**src/rtl/core/smf_pkg.sv**
```systemverilog
package smf_pkg;

    localparam int WIN_LEN  = 5;
    localparam int SAMPLE_W = 16;
    // Counter wide enough to hold WIN_LEN itself.
    localparam int CNT_W    = $clog2(WIN_LEN + 1);
    localparam int SLOT_W   = (WIN_LEN > 1) ? $clog2(WIN_LEN) : 1;
    // Largest values pulled out, up to and including the median (lower middle when even).
    localparam int EXT_N    = WIN_LEN / 2 + 1;
    localparam int EXT_W    = $clog2(EXT_N + 1);
    localparam bit EVEN_LEN = ((WIN_LEN % 2) == 0);

    typedef logic signed [SAMPLE_W-1:0] sample_t;
    typedef sample_t win_t [WIN_LEN];

    typedef struct packed {
        logic ready;
        logic res_valid;
    } eng_status_t;

endpackage

```
**src/rtl/core/smf_window.sv**
```systemverilog
module smf_window (
    input  logic             clk,
    input  logic             rst_n,
    input  logic             wr_en,
    input  smf_pkg::sample_t wr_data,
    output smf_pkg::win_t    win
);

    smf_pkg::sample_t                    win_reg [smf_pkg::WIN_LEN];
    logic [smf_pkg::SLOT_W-1:0]          slot_reg;
    logic [smf_pkg::SLOT_W-1:0]          slot_next;

    always_comb
    begin
        if (slot_reg == smf_pkg::SLOT_W'(smf_pkg::WIN_LEN - 1))
        begin
            slot_next = '0;
        end
        else
        begin
            slot_next = slot_reg + smf_pkg::SLOT_W'(1);
        end
    end

    always_ff @(posedge clk or negedge rst_n)
    begin
        if (!rst_n)
        begin
            slot_reg <= '0;
            for (int i = 0; i < smf_pkg::WIN_LEN; i++)
            begin
                win_reg[i] <= '0;
            end
        end
        else if (wr_en)
        begin
            win_reg[slot_reg] <= wr_data;
            slot_reg          <= slot_next;
        end
    end

    assign win = win_reg;

endmodule

```
**src/rtl/core/smf_engine.sv**
```systemverilog
module smf_engine (
    input  logic                 clk,
    input  logic                 rst_n,
    input  logic                 start,
    input  smf_pkg::win_t        win,
    input  logic                 res_take,
    output smf_pkg::eng_status_t status,
    output smf_pkg::sample_t     res
);

    typedef enum logic [2:0] {
        S_IDLE,
        S_COPY,
        S_PICK,
        S_STEP,
        S_DONE
    } state_t;

    state_t                       state_reg, state_next;
    smf_pkg::sample_t             q_reg [smf_pkg::WIN_LEN];
    smf_pkg::sample_t             q_next [smf_pkg::WIN_LEN];
    smf_pkg::sample_t             carry_reg, carry_next;
    smf_pkg::sample_t             prev_reg, prev_next;
    smf_pkg::sample_t             res_reg, res_next;
    logic [smf_pkg::CNT_W-1:0]    u_reg, u_next;
    logic [smf_pkg::CNT_W-1:0]    step_reg, step_next;
    logic [smf_pkg::EXT_W-1:0]    ext_reg, ext_next;

    // Shared compare unit: running maximum against queue head.
    smf_pkg::sample_t             hi;
    smf_pkg::sample_t             lo;
    logic                         pass_end;
    smf_pkg::sample_t             pass_max;
    logic signed [smf_pkg::SAMPLE_W:0] pair_sum;
    smf_pkg::sample_t             median_val;

    always_comb
    begin
        if (carry_reg >= q_reg[0])
        begin
            hi = carry_reg;
            lo = q_reg[0];
        end
        else
        begin
            hi = q_reg[0];
            lo = carry_reg;
        end
    end

    // Even length: floor mean of the middle pair via 17-bit sum.
    always_comb
    begin
        pair_sum = {prev_reg[smf_pkg::SAMPLE_W-1], prev_reg}
                 + {pass_max[smf_pkg::SAMPLE_W-1], pass_max};
        if (smf_pkg::EVEN_LEN)
        begin
            median_val = pair_sum[smf_pkg::SAMPLE_W:1];
        end
        else
        begin
            median_val = pass_max;
        end
    end

    always_comb
    begin
        state_next = state_reg;
        q_next     = q_reg;
        carry_next = carry_reg;
        prev_next  = prev_reg;
        res_next   = res_reg;
        u_next     = u_reg;
        step_next  = step_reg;
        ext_next   = ext_reg;
        pass_end   = 1'b0;
        pass_max   = q_reg[0];

        unique case (state_reg)
            S_IDLE:
            begin
                if (start)
                begin
                    state_next = S_COPY;
                end
            end
            S_COPY:
            begin
                q_next     = win;
                u_next     = smf_pkg::CNT_W'(smf_pkg::WIN_LEN);
                ext_next   = '0;
                state_next = S_PICK;
            end
            S_PICK:
            begin
                carry_next = q_reg[0];
                for (int i = 0; i < smf_pkg::WIN_LEN - 1; i++)
                begin
                    q_next[i] = q_reg[i + 1];
                end
                u_next    = u_reg - smf_pkg::CNT_W'(1);
                step_next = u_reg - smf_pkg::CNT_W'(1);
                if (u_reg == smf_pkg::CNT_W'(1))
                begin
                    pass_end = 1'b1;
                    pass_max = q_reg[0];
                end
                else
                begin
                    state_next = S_STEP;
                end
            end
            S_STEP:
            begin
                carry_next = hi;
                // Rotate the live part of the queue, loser goes to its tail.
                for (int i = 0; i < smf_pkg::WIN_LEN - 1; i++)
                begin
                    if (smf_pkg::CNT_W'(i + 1) == u_reg)
                    begin
                        q_next[i] = lo;
                    end
                    else
                    begin
                        q_next[i] = q_reg[i + 1];
                    end
                end
                q_next[smf_pkg::WIN_LEN-1] = lo;
                step_next = step_reg - smf_pkg::CNT_W'(1);
                if (step_reg == smf_pkg::CNT_W'(1))
                begin
                    pass_end = 1'b1;
                    pass_max = hi;
                end
            end
            S_DONE:
            begin
                if (res_take)
                begin
                    state_next = S_IDLE;
                end
            end
            default:
            begin
                state_next = S_IDLE;
            end
        endcase

        if (pass_end)
        begin
            prev_next = pass_max;
            ext_next  = ext_reg + smf_pkg::EXT_W'(1);
            if (ext_reg == smf_pkg::EXT_W'(smf_pkg::EXT_N - 1))
            begin
                res_next   = median_val;
                state_next = S_DONE;
            end
            else
            begin
                state_next = S_PICK;
            end
        end
    end

    always_ff @(posedge clk or negedge rst_n)
    begin
        if (!rst_n)
        begin
            state_reg <= S_IDLE;
            u_reg     <= '0;
            step_reg  <= '0;
            ext_reg   <= '0;
        end
        else
        begin
            state_reg <= state_next;
            u_reg     <= u_next;
            step_reg  <= step_next;
            ext_reg   <= ext_next;
        end
    end

    always_ff @(posedge clk)
    begin
        q_reg     <= q_next;
        carry_reg <= carry_next;
        prev_reg  <= prev_next;
        res_reg   <= res_next;
    end

    assign status.ready     = (state_reg == S_IDLE);
    assign status.res_valid = (state_reg == S_DONE);
    assign res              = res_reg;

endmodule

```
**src/rtl/core/sliding_median_filter_core.sv**
```systemverilog
// Sliding-window median filter.
//
// Input channel (sample_valid / sample_stall / sample): one signed 16-bit
// sample per item. It overwrites the oldest entry of a circular window of
// WIN_LEN samples; the window is all zero after reset, so early results
// include those zeros.
// Output channel (median_valid / median_stall / median): one item per
// sample, the median of the window (floor mean of the middle pair when the
// length is even).
// Search: the median is found by pulling the running maximum out of the
// window WIN_LEN/2+1 times through a single comparator, each pass over
// the entries not yet pulled out. The sequence runs through the copy,
// pick and step states to the hand-off state; a new sample is taken only
// after the result has been handed to the output register, so the core
// works on one sample at a time.
// Reset (rst_n, asynchronous, active low) clears the window, write slot,
// sequencer and output valid.
// A stalled result stays in the output register; the engine holds its
// finished result until the register frees, and meanwhile stalls input.
module sliding_median_filter_core (
    input  logic             clk,
    input  logic             rst_n,
    input  logic             sample_valid,
    output logic             sample_stall,
    input  smf_pkg::sample_t sample,
    output logic             median_valid,
    input  logic             median_stall,
    output smf_pkg::sample_t median
);

    smf_pkg::win_t        win;
    smf_pkg::eng_status_t eng_status;
    smf_pkg::sample_t     eng_res;
    logic                 in_take;
    logic                 res_take;
    logic                 out_valid_reg;
    smf_pkg::sample_t     median_reg;

    // Busy from acceptance until the result is handed to the output register.
    assign sample_stall = !eng_status.ready;
    assign in_take      = sample_valid && !sample_stall;

    // Output register frees when empty or drained this cycle.
    assign res_take = eng_status.res_valid && (!out_valid_reg || !median_stall);

    smf_window u_window (
        .clk     (clk),
        .rst_n   (rst_n),
        .wr_en   (in_take),
        .wr_data (sample),
        .win     (win)
    );

    // Engine starts on acceptance and copies the updated window in the next cycle.
    smf_engine u_engine (
        .clk      (clk),
        .rst_n    (rst_n),
        .start    (in_take),
        .win      (win),
        .res_take (res_take),
        .status   (eng_status),
        .res      (eng_res)
    );

    always_ff @(posedge clk or negedge rst_n)
    begin
        if (!rst_n)
        begin
            out_valid_reg <= 1'b0;
        end
        else if (res_take)
        begin
            out_valid_reg <= 1'b1;
        end
        else if (!median_stall)
        begin
            out_valid_reg <= 1'b0;
        end
    end

    always_ff @(posedge clk)
    begin
        if (res_take)
        begin
            median_reg <= eng_res;
        end
    end

    assign median_valid = out_valid_reg;
    assign median       = median_reg;

    a_busy_after_accept: assert property (
        @(posedge clk) disable iff (!rst_n)
        in_take |=> sample_stall
    ) else $error("input taken while engine busy");

    a_status_exclusive: assert property (
        @(posedge clk) disable iff (!rst_n)
        !(eng_status.ready && eng_status.res_valid)
    ) else $error("engine idle and done at once");

    a_handoff_fills_output: assert property (
        @(posedge clk) disable iff (!rst_n)
        res_take |=> median_valid
    ) else $error("result lost on hand-off");

    a_output_from_engine: assert property (
        @(posedge clk) disable iff (!rst_n)
        $rose(median_valid) |-> $past(eng_status.res_valid)
    ) else $error("output valid without a finished result");

endmodule

```
**config.mk**
```make
export PLATFORM = sky130hd
export DESIGN_NAME = sliding_median_filter_core
export DESIGN_NICKNAME = d
export VERILOG_FILES = /design/src/rtl/core/smf_pkg.sv /design/src/rtl/core/smf_window.sv /design/src/rtl/core/smf_engine.sv /design/src/rtl/core/sliding_median_filter_core.sv
export SDC_FILE = /design/constraint.sdc
export NUM_CORES = 1
export LEC_CHECK = 0
export BUFFER_PORTS_ARGS = -buffer_cell sky130_fd_sc_hd__buf_2
export CORE_ASPECT_RATIO = 0.75
export CORE_MARGIN = 2
export CORE_UTILIZATION = 55
export CTS_CLUSTER_SIZE = 28
export DETAILED_ROUTE_END_ITERATION = 10
export PLACE_DENSITY = 0.72
export SLEW_MARGIN = 20
export SYNTH_ARGS = -nofsm -noshare
export SYNTH_HDL_FRONTEND = slang
export SYNTH_HIERARCHICAL = 1
export SYNTH_SLANG_ARGS = --single-unit
```
**constraint.sdc**
```tcl
create_clock -name clk -period 6.7 [get_ports clk]
set_input_delay 1.34 -clock clk [delete_from_list [all_inputs] [get_ports clk]]
set_output_delay 1.34 -clock clk [all_outputs]
set_load 0.01 [all_outputs]
```
After elaboration in Yosys (flattened, before gate mapping)
Index checks and enable logic that the tools add are counted.
{"block": "op_classes", "add_sub_neg": 4, "mul": 0, "div": 0, "magnitude_cmp": 3, "eq_ne": 17, "n_shift": 0, "muxes": 30, "n_bitwise": 1, "n_reduce_logical": 15}
{"op": "case mux 64 bit (3 select lines)", "count": 1}
{"op": "two-way mux 16 bit", "count": 9}
{"op": "bitwise mux 80 bit", "count": 1}
{"op": "case mux 16 bit (2 select lines)", "count": 2}
{"op": "demux 16 bit (select 3 bit)", "count": 1}
{"op": "two-way mux 3 bit", "count": 6}
{"op": ">= comparator 16 bit", "count": 1}
{"op": "case mux 3 bit (5 select lines)", "count": 1}
{"op": "case mux 3 bit (2 select lines)", "count": 2}
{"op": "== test 3 x 1 -> 1 bit (second input constant)", "count": 3}
{"op": "nonzero test 2 bit", "count": 4}
{"op": "== test 2 x 3 -> 1 bit (first input constant)", "count": 2}
{"op": "== test 3 x 2 -> 1 bit (second input constant)", "count": 2}
{"op": "== test 3 bit (second input constant)", "count": 2}
{"op": "!= test 3 x 1 -> 1 bit (second input constant)", "count": 2}
{"op": "subtractor 3 x 1 -> 3 bit (second input constant)", "count": 2}
{"op": ">= comparator 4 bit (second input constant)", "count": 1}
{"op": "< comparator 4 x 1 -> 1 bit (second input constant)", "count": 1}
{"op": "two-way mux 1 bit", "count": 4}
{"op": "two-way mux 2 bit", "count": 2}
{"op": "!= test 2 x 1 -> 1 bit (second input constant)", "count": 2}
{"op": "NOT 3 -> 4 bit", "count": 1}
{"op": "AND reduction 4 bit", "count": 1}
{"op": "adder 3 x 1 -> 3 bit (second input constant)", "count": 1}
{"op": "12 further kinds", "count": 16}
{"block": "word_totals", "register_bits": 223, "latchBits": 0, "ram_bits": 0, "rom_bits": 0, "in_bits": 20, "out_inout_bits": 18, "wordCells": 89, "memories": 0}

Logic depth before layout (Yosys ltp)
Gate-level depths: netlist of run 1.
{"block": "depth", "word_depth": 6, "depth_mapped": 12, "depth_no_buf": 8}

By module
Netlist of run 1, hierarchy kept.
{"module": "smf_engine", "instances": 1, "cells_per_inst": 761, "area_each_um2": 8100.3}
{"module": "smf_window", "instances": 1, "cells_per_inst": 191, "area_each_um2": 3244.4}
{"module": "sliding_median_filter_core", "instances": 1, "cells_per_inst": 21, "area_each_um2": 534.3}

Least setup slack after synthesis of run 1
No wires, ideal clock.
{"block": "synth_path", "path_type": "reg2reg", "startpoint": "register u_engine.state_reg[2]", "endpoint": "register u_engine/q_reg[16] (netlist bit), enable pin", "setup_ns": 0.693, "arrival_time_ns": 2.570, "t_required_ns": 6.007, "setup_slack_ns": 3.437, "path_stages_with_launch": 7, "synth_period_minus_slack_ns": 3.263, "path_cell_list": "dfrtp_1 buf_2 nand2b_1 clkbuf_1 clkbuf_1 buf_1 nand2_1"}
{"block": "synth_between", "elab_chain_len": 2, "word_cells_on_any_way": 4, "cone_classes": "eq/ne: 3; reduce/logical: 1"}
{"item": "start: declaration", "line_no": "smf_engine.sv:19", "text": "state_t state_reg, state_next;"}
{"item": "start signal: assignment", "line_no": "smf_engine.sv:176", "text": "state_reg <= state_next;"}
{"item": "== test 3 x 1 -> 1 bit / == test 3 x 2 -> 1 bit (equally long branches)", "line_no": "smf_engine.sv:79", "text": "unique case (state_reg)"}
{"item": "nonzero test 3 bit (no source line) *"}
{"item": "end signal: assignment", "line_no": "smf_engine.sv:185", "text": "q_reg <= q_next;"}
{"item": "end: declaration", "line_no": "smf_engine.sv:20", "text": "smf_pkg::sample_t q_reg [smf_pkg::WIN_LEN];"}
Every way passes the cells marked *; elsewhere a longest branch is shown, timed or not.
A chain may end at the register's enable or synchronous reset.

Worst setup path in the final report of run 1
{"block": "layout_path", "startpoint": "register u_engine/q_reg[79] (netlist bit)", "endpoint": "register u_engine.res_reg[1] (netlist: u_engine/res[1]) (data pin)"}
{"block": "layout_between", "elab_chain_len": 4}
{"item": ">= comparator 16 bit", "line_no": "smf_engine.sv:39", "text": "if (carry_reg >= q_reg[0])"}
{"item": "two-way mux 16 bit", "line_no": "smf_engine.sv:39"}
{"item": "two-way mux 16 bit", "line_no": "smf_engine.sv:130", "text": "if (step_reg == smf_pkg::CNT_W'(1))"}
{"item": "two-way mux 16 bit"}
{"item": "net u_engine.median_val[1]", "line_no": "smf_engine.sv:35", "text": "smf_pkg::sample_t median_val;"}
{"item": "end signal: assignment", "line_no": "smf_engine.sv:188", "text": "res_reg <= res_next;"}
{"item": "end: declaration", "line_no": "smf_engine.sv:24", "text": "smf_pkg::sample_t res_reg, res_next;"}
The timed path passes the listed nets, and every way through them passes these cells.

==> impl_metrics.yaml, run 1 <==
synthesis:
  synthArstFlopShare_pct: 42.6
  yosysWarningCount: 6
  ys_seq_area_share_pct: 52.4
  ys_ff_latch: 223
  synth_edf_count: 128
  synth.distinct_cells: 54
  synth_area_per_cell_um2: 12.2
  synth_area_leaders: "edfxtp_1, dfrtp_1, mux2_2"
  synthesis.nets: 1019
  synth_top_area_share_pct: 32.4
  syn_inst: 973
  synthesis.area_um2: 11900
  yosys.area.top_type: "edfxtp_1"
  synth_top_flop_cell: "edfxtp_1"
grt:
  grt_pass1_wl_mm: 49.3
  grt_pass1_vias: 8238
  grt_usage_pct: 28.0
  overflow: 0
  grt_max_degree: 75
  antenna_found_initial: 0
clock_tree:
  insertion_delay_ps: 520
  clock_sinks: 223
  cts_made_buffers: 23
  cts_tree: "done"
  cts_max_path_buffers: 3
  root_buffer: "clkbuf_16"
  cts-htree-levels: 1
  holdBufCountCts: 0
  cts_resized: 0
  clkTransAtPathRegs_ps: 60
  cts_setup_buffers: 0
placed_design:
  port_buffers: 37
  dp_hpwl_mm: 19.6
  place_congestion: 0.901
floorplanning:
  initial_core_util_pct: 56.1
  rows: 46
  die_y_um: 131
  core_area_um2: 21200
  io_pins: 38
  die_w_um: 174
  dieArea_um2: 22800
finish:
  area_growth_pct: 8.96
  fin_nets: 1027
  multi_input_area_um2: 5190
  n_antenna_cell: 0
  fillerInstances: 1752
  ff_latch_area_um2: 6220
  drive_gt1_share_pct: 22.3
run_status:
  status: "completed"
power:
  p_leak_nw: 5.54
  power_density_nw_per_um2: 465
  ir_drop_mv: 0.339
sta:
  fmaxAchievable_mhz: 224
  slew_headroom_pct: 26.7
  setup_viol: 0
  rsz0062_at_grt: "false"
  finalCriticalPeriod_ps: 4460
  worstMarginPinSlew_ps: 1100
  slew_viol_final: 0
  hold_viol: 0
  fin_skew_ps: 15.5
  setup-tns-final_ps: 0
  holdWs_ps: 418
  period_share_pct: 66.5
hold_path:
  holdCritPathClass: "flip-flop to flip-flop"
setup_path:
  worst_path_most_repeated_cell: "nand4_4"
  crit_path_top_delay_cell: "and4b_1"
  crit_fanout: 19
  endpoint_kind: "flip-flop"
  cp.arrival_ps: 4720
  required_ps: 6970
  slowest_delay_ps: 950
  path_cells: "inv_1, ha_1, nand4_4, nor4_2, nor2_1, nand4_4, and4b_1, mux2_2"
  worstSetupPathType: "flip-flop to flip-flop"
  startpoint_type: "flip-flop"
drt:
  drt_iter0_drc: 1105
  wire_per_inst_um: 24.6
  wirelength_mm: 31.7
  via_per_inst: 6.51
  dr.pass1.iters: 8
  num_vias: 8360
  ant_nets: 0
  drc_errors: 0
run:
  cap_viol_max_count: 0
-- through the flow --
| stage | util (%) | instances | setup WS, ps | instance area (µm²) | power (mW) |
|---|---|---|---|---|---|
| finish | 61.1 | 1285 | 2240 | 12900 | 6.02 |
| global route | 61.1 | 1285 | 2030 | 12900 | 6.30 |
| CTS | 61.0 | 1284 | 2400 | 12900 | 5.95 |
| detailed placement | 57.5 | 1243 | 2400 | 12200 | 4.68 |
| global placement | 57.5 | 1243 | 2550 | 12200 | 4.60 |
| floorplan | - | 973 | 3440 | 11900 | 4.04 |
-- report_power, final --
part | internal, mW | total, mW | switching (mW)
Combinational | 1.01 | 2.46 | 1.45
Sequential | 1.94 | 2.29 | 0.342
Clock | 0.740 | 1.27 | 0.530
Total | 3.70 | 6.02 | 2.32
-- placed cells by master (no fill, tap or decap), drive strengths merged, types with 7 or more instances in the layout --
cell type / instances
mux2: 110
inv: 30
edfxtp: 128
nor2: 13
dfrtp: 95
o211ai: 18
buf: 53
a31oi: 34
nand2: 152
a22oi: 17
nor2b: 19
a21oi: 15
mux2i: 70
a22o: 49
a221o: 16
o21ai: 11
nand4: 7
a211o: 48
clkinv: 10
clkbuf: 30
ha: 26
-- layout make-up --
class                           instances  share of cell area (%)
Clock buffer                           30                    4.88
Clock inverter                         11                   0.831
Inverter                               31                   0.899
Multi-Input combinational cell        649                    40.1
Sequential cell                       223                    48.1
Tap cell                              288                    2.78
Timing Repair Buffer                   53                    2.44
-- synthesized netlist by cell type (5+ instances only) --
cell type / number
a211o_1: 48
a21oi_1: 15
a221o_1: 16
a22o_1: 49
a22oi_1: 17
a31oi_1: 33
buf_2: 12
buf_4: 12
buf_6: 12
clkbuf_1: 31
dfrtp_1: 95
edfxtp_1: 128
ha_1: 26
inv_1: 30
mux2_2: 103
mux2_4: 6
mux2i_1: 70
nand2_1: 152
nand4_1: 5
nor2_1: 13
nor2b_1: 19
nor3_1: 5
o211ai_1: 18
o21ai_0: 11
-- logic make-up after synthesis --
logic type / count (synthesis) / share of synthesized area (%)
buf+inv: 101 / 4.55
compound gates: 216 / 14.3
flops: 223 / 52.4
simple gates: 227 / 9.50
fa+ha+maj: 26 / 2.74
mux: 180 / 16.5
-- layer usage --
layer | vias to the layer above | global-route usage (%) | share of wire, %
li1 | 3694 | - | -
met4 | 0 | 9.76 | 3.0
met1 | 4149 | 41.9 | 44
met5 | - | 0 | 0
met3 | 64 | 6.42 | 10
met2 | 453 | 40.1 | 42
-- final timing paths --
| check | slack (ps) | cells after the start | to | from |
|---|---|---|---|---|
| setup / recovery | 2240 | 8 | u_engine/res[1] | u_engine/q_reg[79] |
| hold reg to reg | 420 | 0 | median[8] | u_engine/res[8] |
| hold / removal | 420 | 0 | median[8] | u_engine/res[8] |
| setup reg to reg | 2240 | 8 | u_engine/res[1] | u_engine/q_reg[79] |
| min in group asynchronous | 810 | 1 | u_window/win[20] | rst_n |
| max in group asynchronous | 4760 | 2 | u_window/win[78] | rst_n |
-- critical path, delay by kind of cell (launching register included) --
family	cells	cell delay (ps)
adders and majority gates	1	810
buffers and inverters	1	110
DFF	1	490
muxes	1	430
and+or+nand+nor	5	2340
(Power assumes the default switching activity.)
==> run 2, diff against run 1 <==
--- a/config.mk
+++ b/config.mk
@@ -5,13 +5,14 @@
 export SDC_FILE = /design/constraint.sdc
 export NUM_CORES = 1
 export LEC_CHECK = 0
+export ABC_AREA = 1
 export BUFFER_PORTS_ARGS = -buffer_cell sky130_fd_sc_hd__buf_2
 export CORE_ASPECT_RATIO = 0.75
 export CORE_MARGIN = 2
 export CORE_UTILIZATION = 55
 export CTS_CLUSTER_SIZE = 28
 export DETAILED_ROUTE_END_ITERATION = 10
-export PLACE_DENSITY = 0.72
+export PLACE_DENSITY = 0.75
 export SLEW_MARGIN = 20
 export SYNTH_ARGS = -nofsm -noshare
 export SYNTH_HDL_FRONTEND = slang
==> constraint.sdc (replaced) <==
create_clock -name clk -period 3.8 [get_ports clk]
set_input_delay 0.76 -clock clk [delete_from_list [all_inputs] [get_ports clk]]
set_output_delay 0.76 -clock clk [all_outputs]
set_load 0.01 [all_outputs]
==> run 2 against run 1 <==
  * Wire length is 4.0% lower
  * Hold slack worse by 140 ps
  * Global-route usage is 0.21 points higher
  * Register-to-register slack worse by 1500 ps
  * Largest cell class unchanged
  * Highest routed layer unchanged
==> impl_metrics.yaml, run 2 <==
synthesis:
  synth_area_per_cell_um2: 8.41
  netlist_top_cells_count: "nand2_1, nand3_1, edfxtp_1"
  synth_top_family_by_area: "simple AND/OR/NAND/NOR gates"
  synth_compound_area_share_pct: 5.83
  yosys.area.top_type: "edfxtp_1"
  synth_area_leaders: "edfxtp_1, dfrtp_1, nand2_1"
  synth.distinct_cells: 35
  synthesis.area_um2: 11400
  synth_top_area_share_pct: 33.6
  synth_xor_area_share_pct: 0.0766
  yosysWarningCount: 6
  ys_ff_latch: 223
  synth-simple-area-share_pct: 29.8
  ys_seq_area_share_pct: 54.4
  synthMuxAreaShare_pct: 0
  synthesis.nets: 1405
  synthArstFlopShare_pct: 42.6
  syn_inst: 1359
  yosysMostFrequentCell: "nand2_1"
  synth_edf_count: 128
  synthAdderAreaFrac_pct: 2.85
  synth_top_flop_cell: "edfxtp_1"
run:
  cap_viol_max_count: 0
setup_path:
  path_delay_family: "simple AND/OR/NAND/NOR gates"
  r2r_slack_ps: 700
  required_ps: 4070
  reg2reg_depth: 13
  slowest_delay_ps: 440
  crit_path_top_delay_cell: "edfxtp_1"
  crit_fanout: 27
  r2r-end: "u_engine/res[5]"
  startpoint_type: "flip-flop"
  path_cells: "inv_1, ha_1, a21oi_1, nand2_1, a21oi_2, nand3_2, nand3_2, buf_4, nand2_1, o21ai_1, nand2_1, nand2_1, inv_1"
  endpoint_kind: "flip-flop"
  cp_num_cells: 13
  cp-startpoint: "u_engine/q_reg[75]"
  reg2reg_from: "u_engine/q_reg[75]"
  worstSetupEndpoint: "u_engine/res[5]"
  path_buf_inv: 3
  worstSetupPathType: "flip-flop to flip-flop"
  cp.arrival_ps: 3370
  worst_path_most_repeated_cell: "nand2_1"
run_status:
  status: "completed"
floorplanning:
  initial_core_util_pct: 56.2
  die_w_um: 170
  io_pins: 38
  dieArea_um2: 22000
  rows: 45
  core_area_um2: 20300
  die_y_um: 129
clock_tree:
  cts_made_buffers: 23
  cts_max_path_buffers: 3
  root_buffer: "clkbuf_16"
  cts_resized: 0
  clock_sinks: 223
  cts_setup_buffers: 0
  holdBufCountCts: 0
  cts-htree-levels: 1
  cts_tree: "done"
  insertion_delay_ps: 510
  clkTransAtPathRegs_ps: 60
power:
  p_leak_nw: 6.09
  power_mw: 12.3
  ir_drop_mv: 0.596
  power_density_nw_per_um2: 981
drt:
  drc_errors: 0
  num_vias: 9512
  via_per_inst: 5.69
  ant_nets: 0
  wire_per_inst_um: 18.2
  dr.pass1.iters: 7
  drt_iter0_drc: 1085
  wirelength_mm: 30.4
sta:
  slew_headroom_pct: 33.3
  setup-tns-final_ps: 0
  fin_skew_ps: 17.4
  setup_viol: 0
  period_share_pct: 81.7
  hold_viol: 0
  worstMarginPinSlew_ps: 1000
  slew_viol_final: 0
  fmaxAchievable_mhz: 322
  finalCriticalPeriod_ps: 3100
  rsz0062_at_grt: "false"
placed_design:
  place_congestion: 0.823
  dpl-instance-area_um2: 11800
  dp_hpwl_mm: 18.5
  port_buffers: 37
finish:
  final_common_cell: "nand2_1"
  area_growth_pct: 9.86
  n_antenna_cell: 0
  fin_nets: 1419
  drive_gt1_share_pct: 9.79
  final_cell_mix: "nand2_1, nand3_1, edfxtp_1"
  finalInstanceArea_um2: 12600
grt:
  antenna_found_initial: 0
  grt_pass1_vias: 9195
  grt_usage_pct: 28.3
  grt_max_degree: 83
  overflow: 0
  grt_pass1_wl_mm: 48.3
hold_path:
  holdCritPathClass: "input port to async pin"
[run 2: cell types whose count changed after synthesis, moves of 49 or more]
cell     previous run  this run
nand2_1           152       483
nand3_1             2       197
mux2_2            103         0
inv_1              30       121
mux2i_1            70         0
nor2_1             13        67
a22o_1             49         0
[run 2: worst min path at each step]
| stage | startpoint | to | slack (ps) | depth (start not counted) |
|---|---|---|---|---|
| 3_5_place_dp | u_engine/res[3] | median[3] | 400 | 0 |
| 5_1_grt | rst_n | u_window/win[35] | 320 | 1 |
| 6_report | rst_n | u_window/win[35] | 270 | 1 |
| 2_1_floorplan | u_engine/res[0] | median[0] | 400 | 0 |
| 3_3_place_gp | u_engine/res[14] | median[14] | 400 | 0 |
| 4_1_cts | rst_n | u_window/win[35] | 310 | 1 |
[run 2: cell type report]
| class | instances | area [µm²] |
|---|---|---|
| flip-flops and latches | 223 | 6220 |
| inverters | 128 | 480 |
| clock inverters | 10 | 53.8 |
| fillers | 1728 | 7770 |
| clock buffers | 31 | 657 |
| multi-input cells | 941 | 4450 |
| repair buffers | 56 | 343 |
| well taps | 282 | 353 |
[run 2: stage by stage]
step / instances / hold slack (ps) / utilization, % / setup slack [ps]
CTS: 1671 / 307 / 61.8 / 748
finish: 1671 / 273 / 61.8 / 696
global route: 1671 / 322 / 61.8 / 395
detailed placement: 1630 / 405 / 58.3 / 777
global placement: 1630 / 402 / 58.3 / 921
floorplan: 1359 / 400 / - / 200
[run 2: power by group]
group	switching [mW]	internal [mW]	total, mW
clock	0.941	1.21	2.15
combinational	3.92	1.63	5.54
sequential	0.669	3.95	4.62
[run 2: logic make-up (layout without fill, tap and decap cells)]
group,after synthesis,count (layout)
and+or+nand+nor,792,792
buffers and inverters,195,225
DFF,223,223
AOI/OAI and AO/OA,122,122
xor gates and xnor gates,1,1
adders and majority gates,26,26
[run 2: layer usage]
layer  GRT usage, %  vias to the layer above  routed length (µm)
met3           5.04                       51                2740
met5              0                        -                   0
met2           46.9                      437               14100
met1           38.9                     4533               12900
li1               -                     4491                   -
met4           7.19                        0                 639
[run 2: worst register-to-register path: stages, from the launching register on]
cell	delay, ps
edfxtp_1	440
inv_1	100
ha_1	340
a21oi_1	150
nand2_1	100
a21oi_2	170
nand3_2	320
nand3_2	380
buf_4	440
nand2_1	90
o21ai_1	150
nand2_1	80
nand2_1	60
inv_1	30
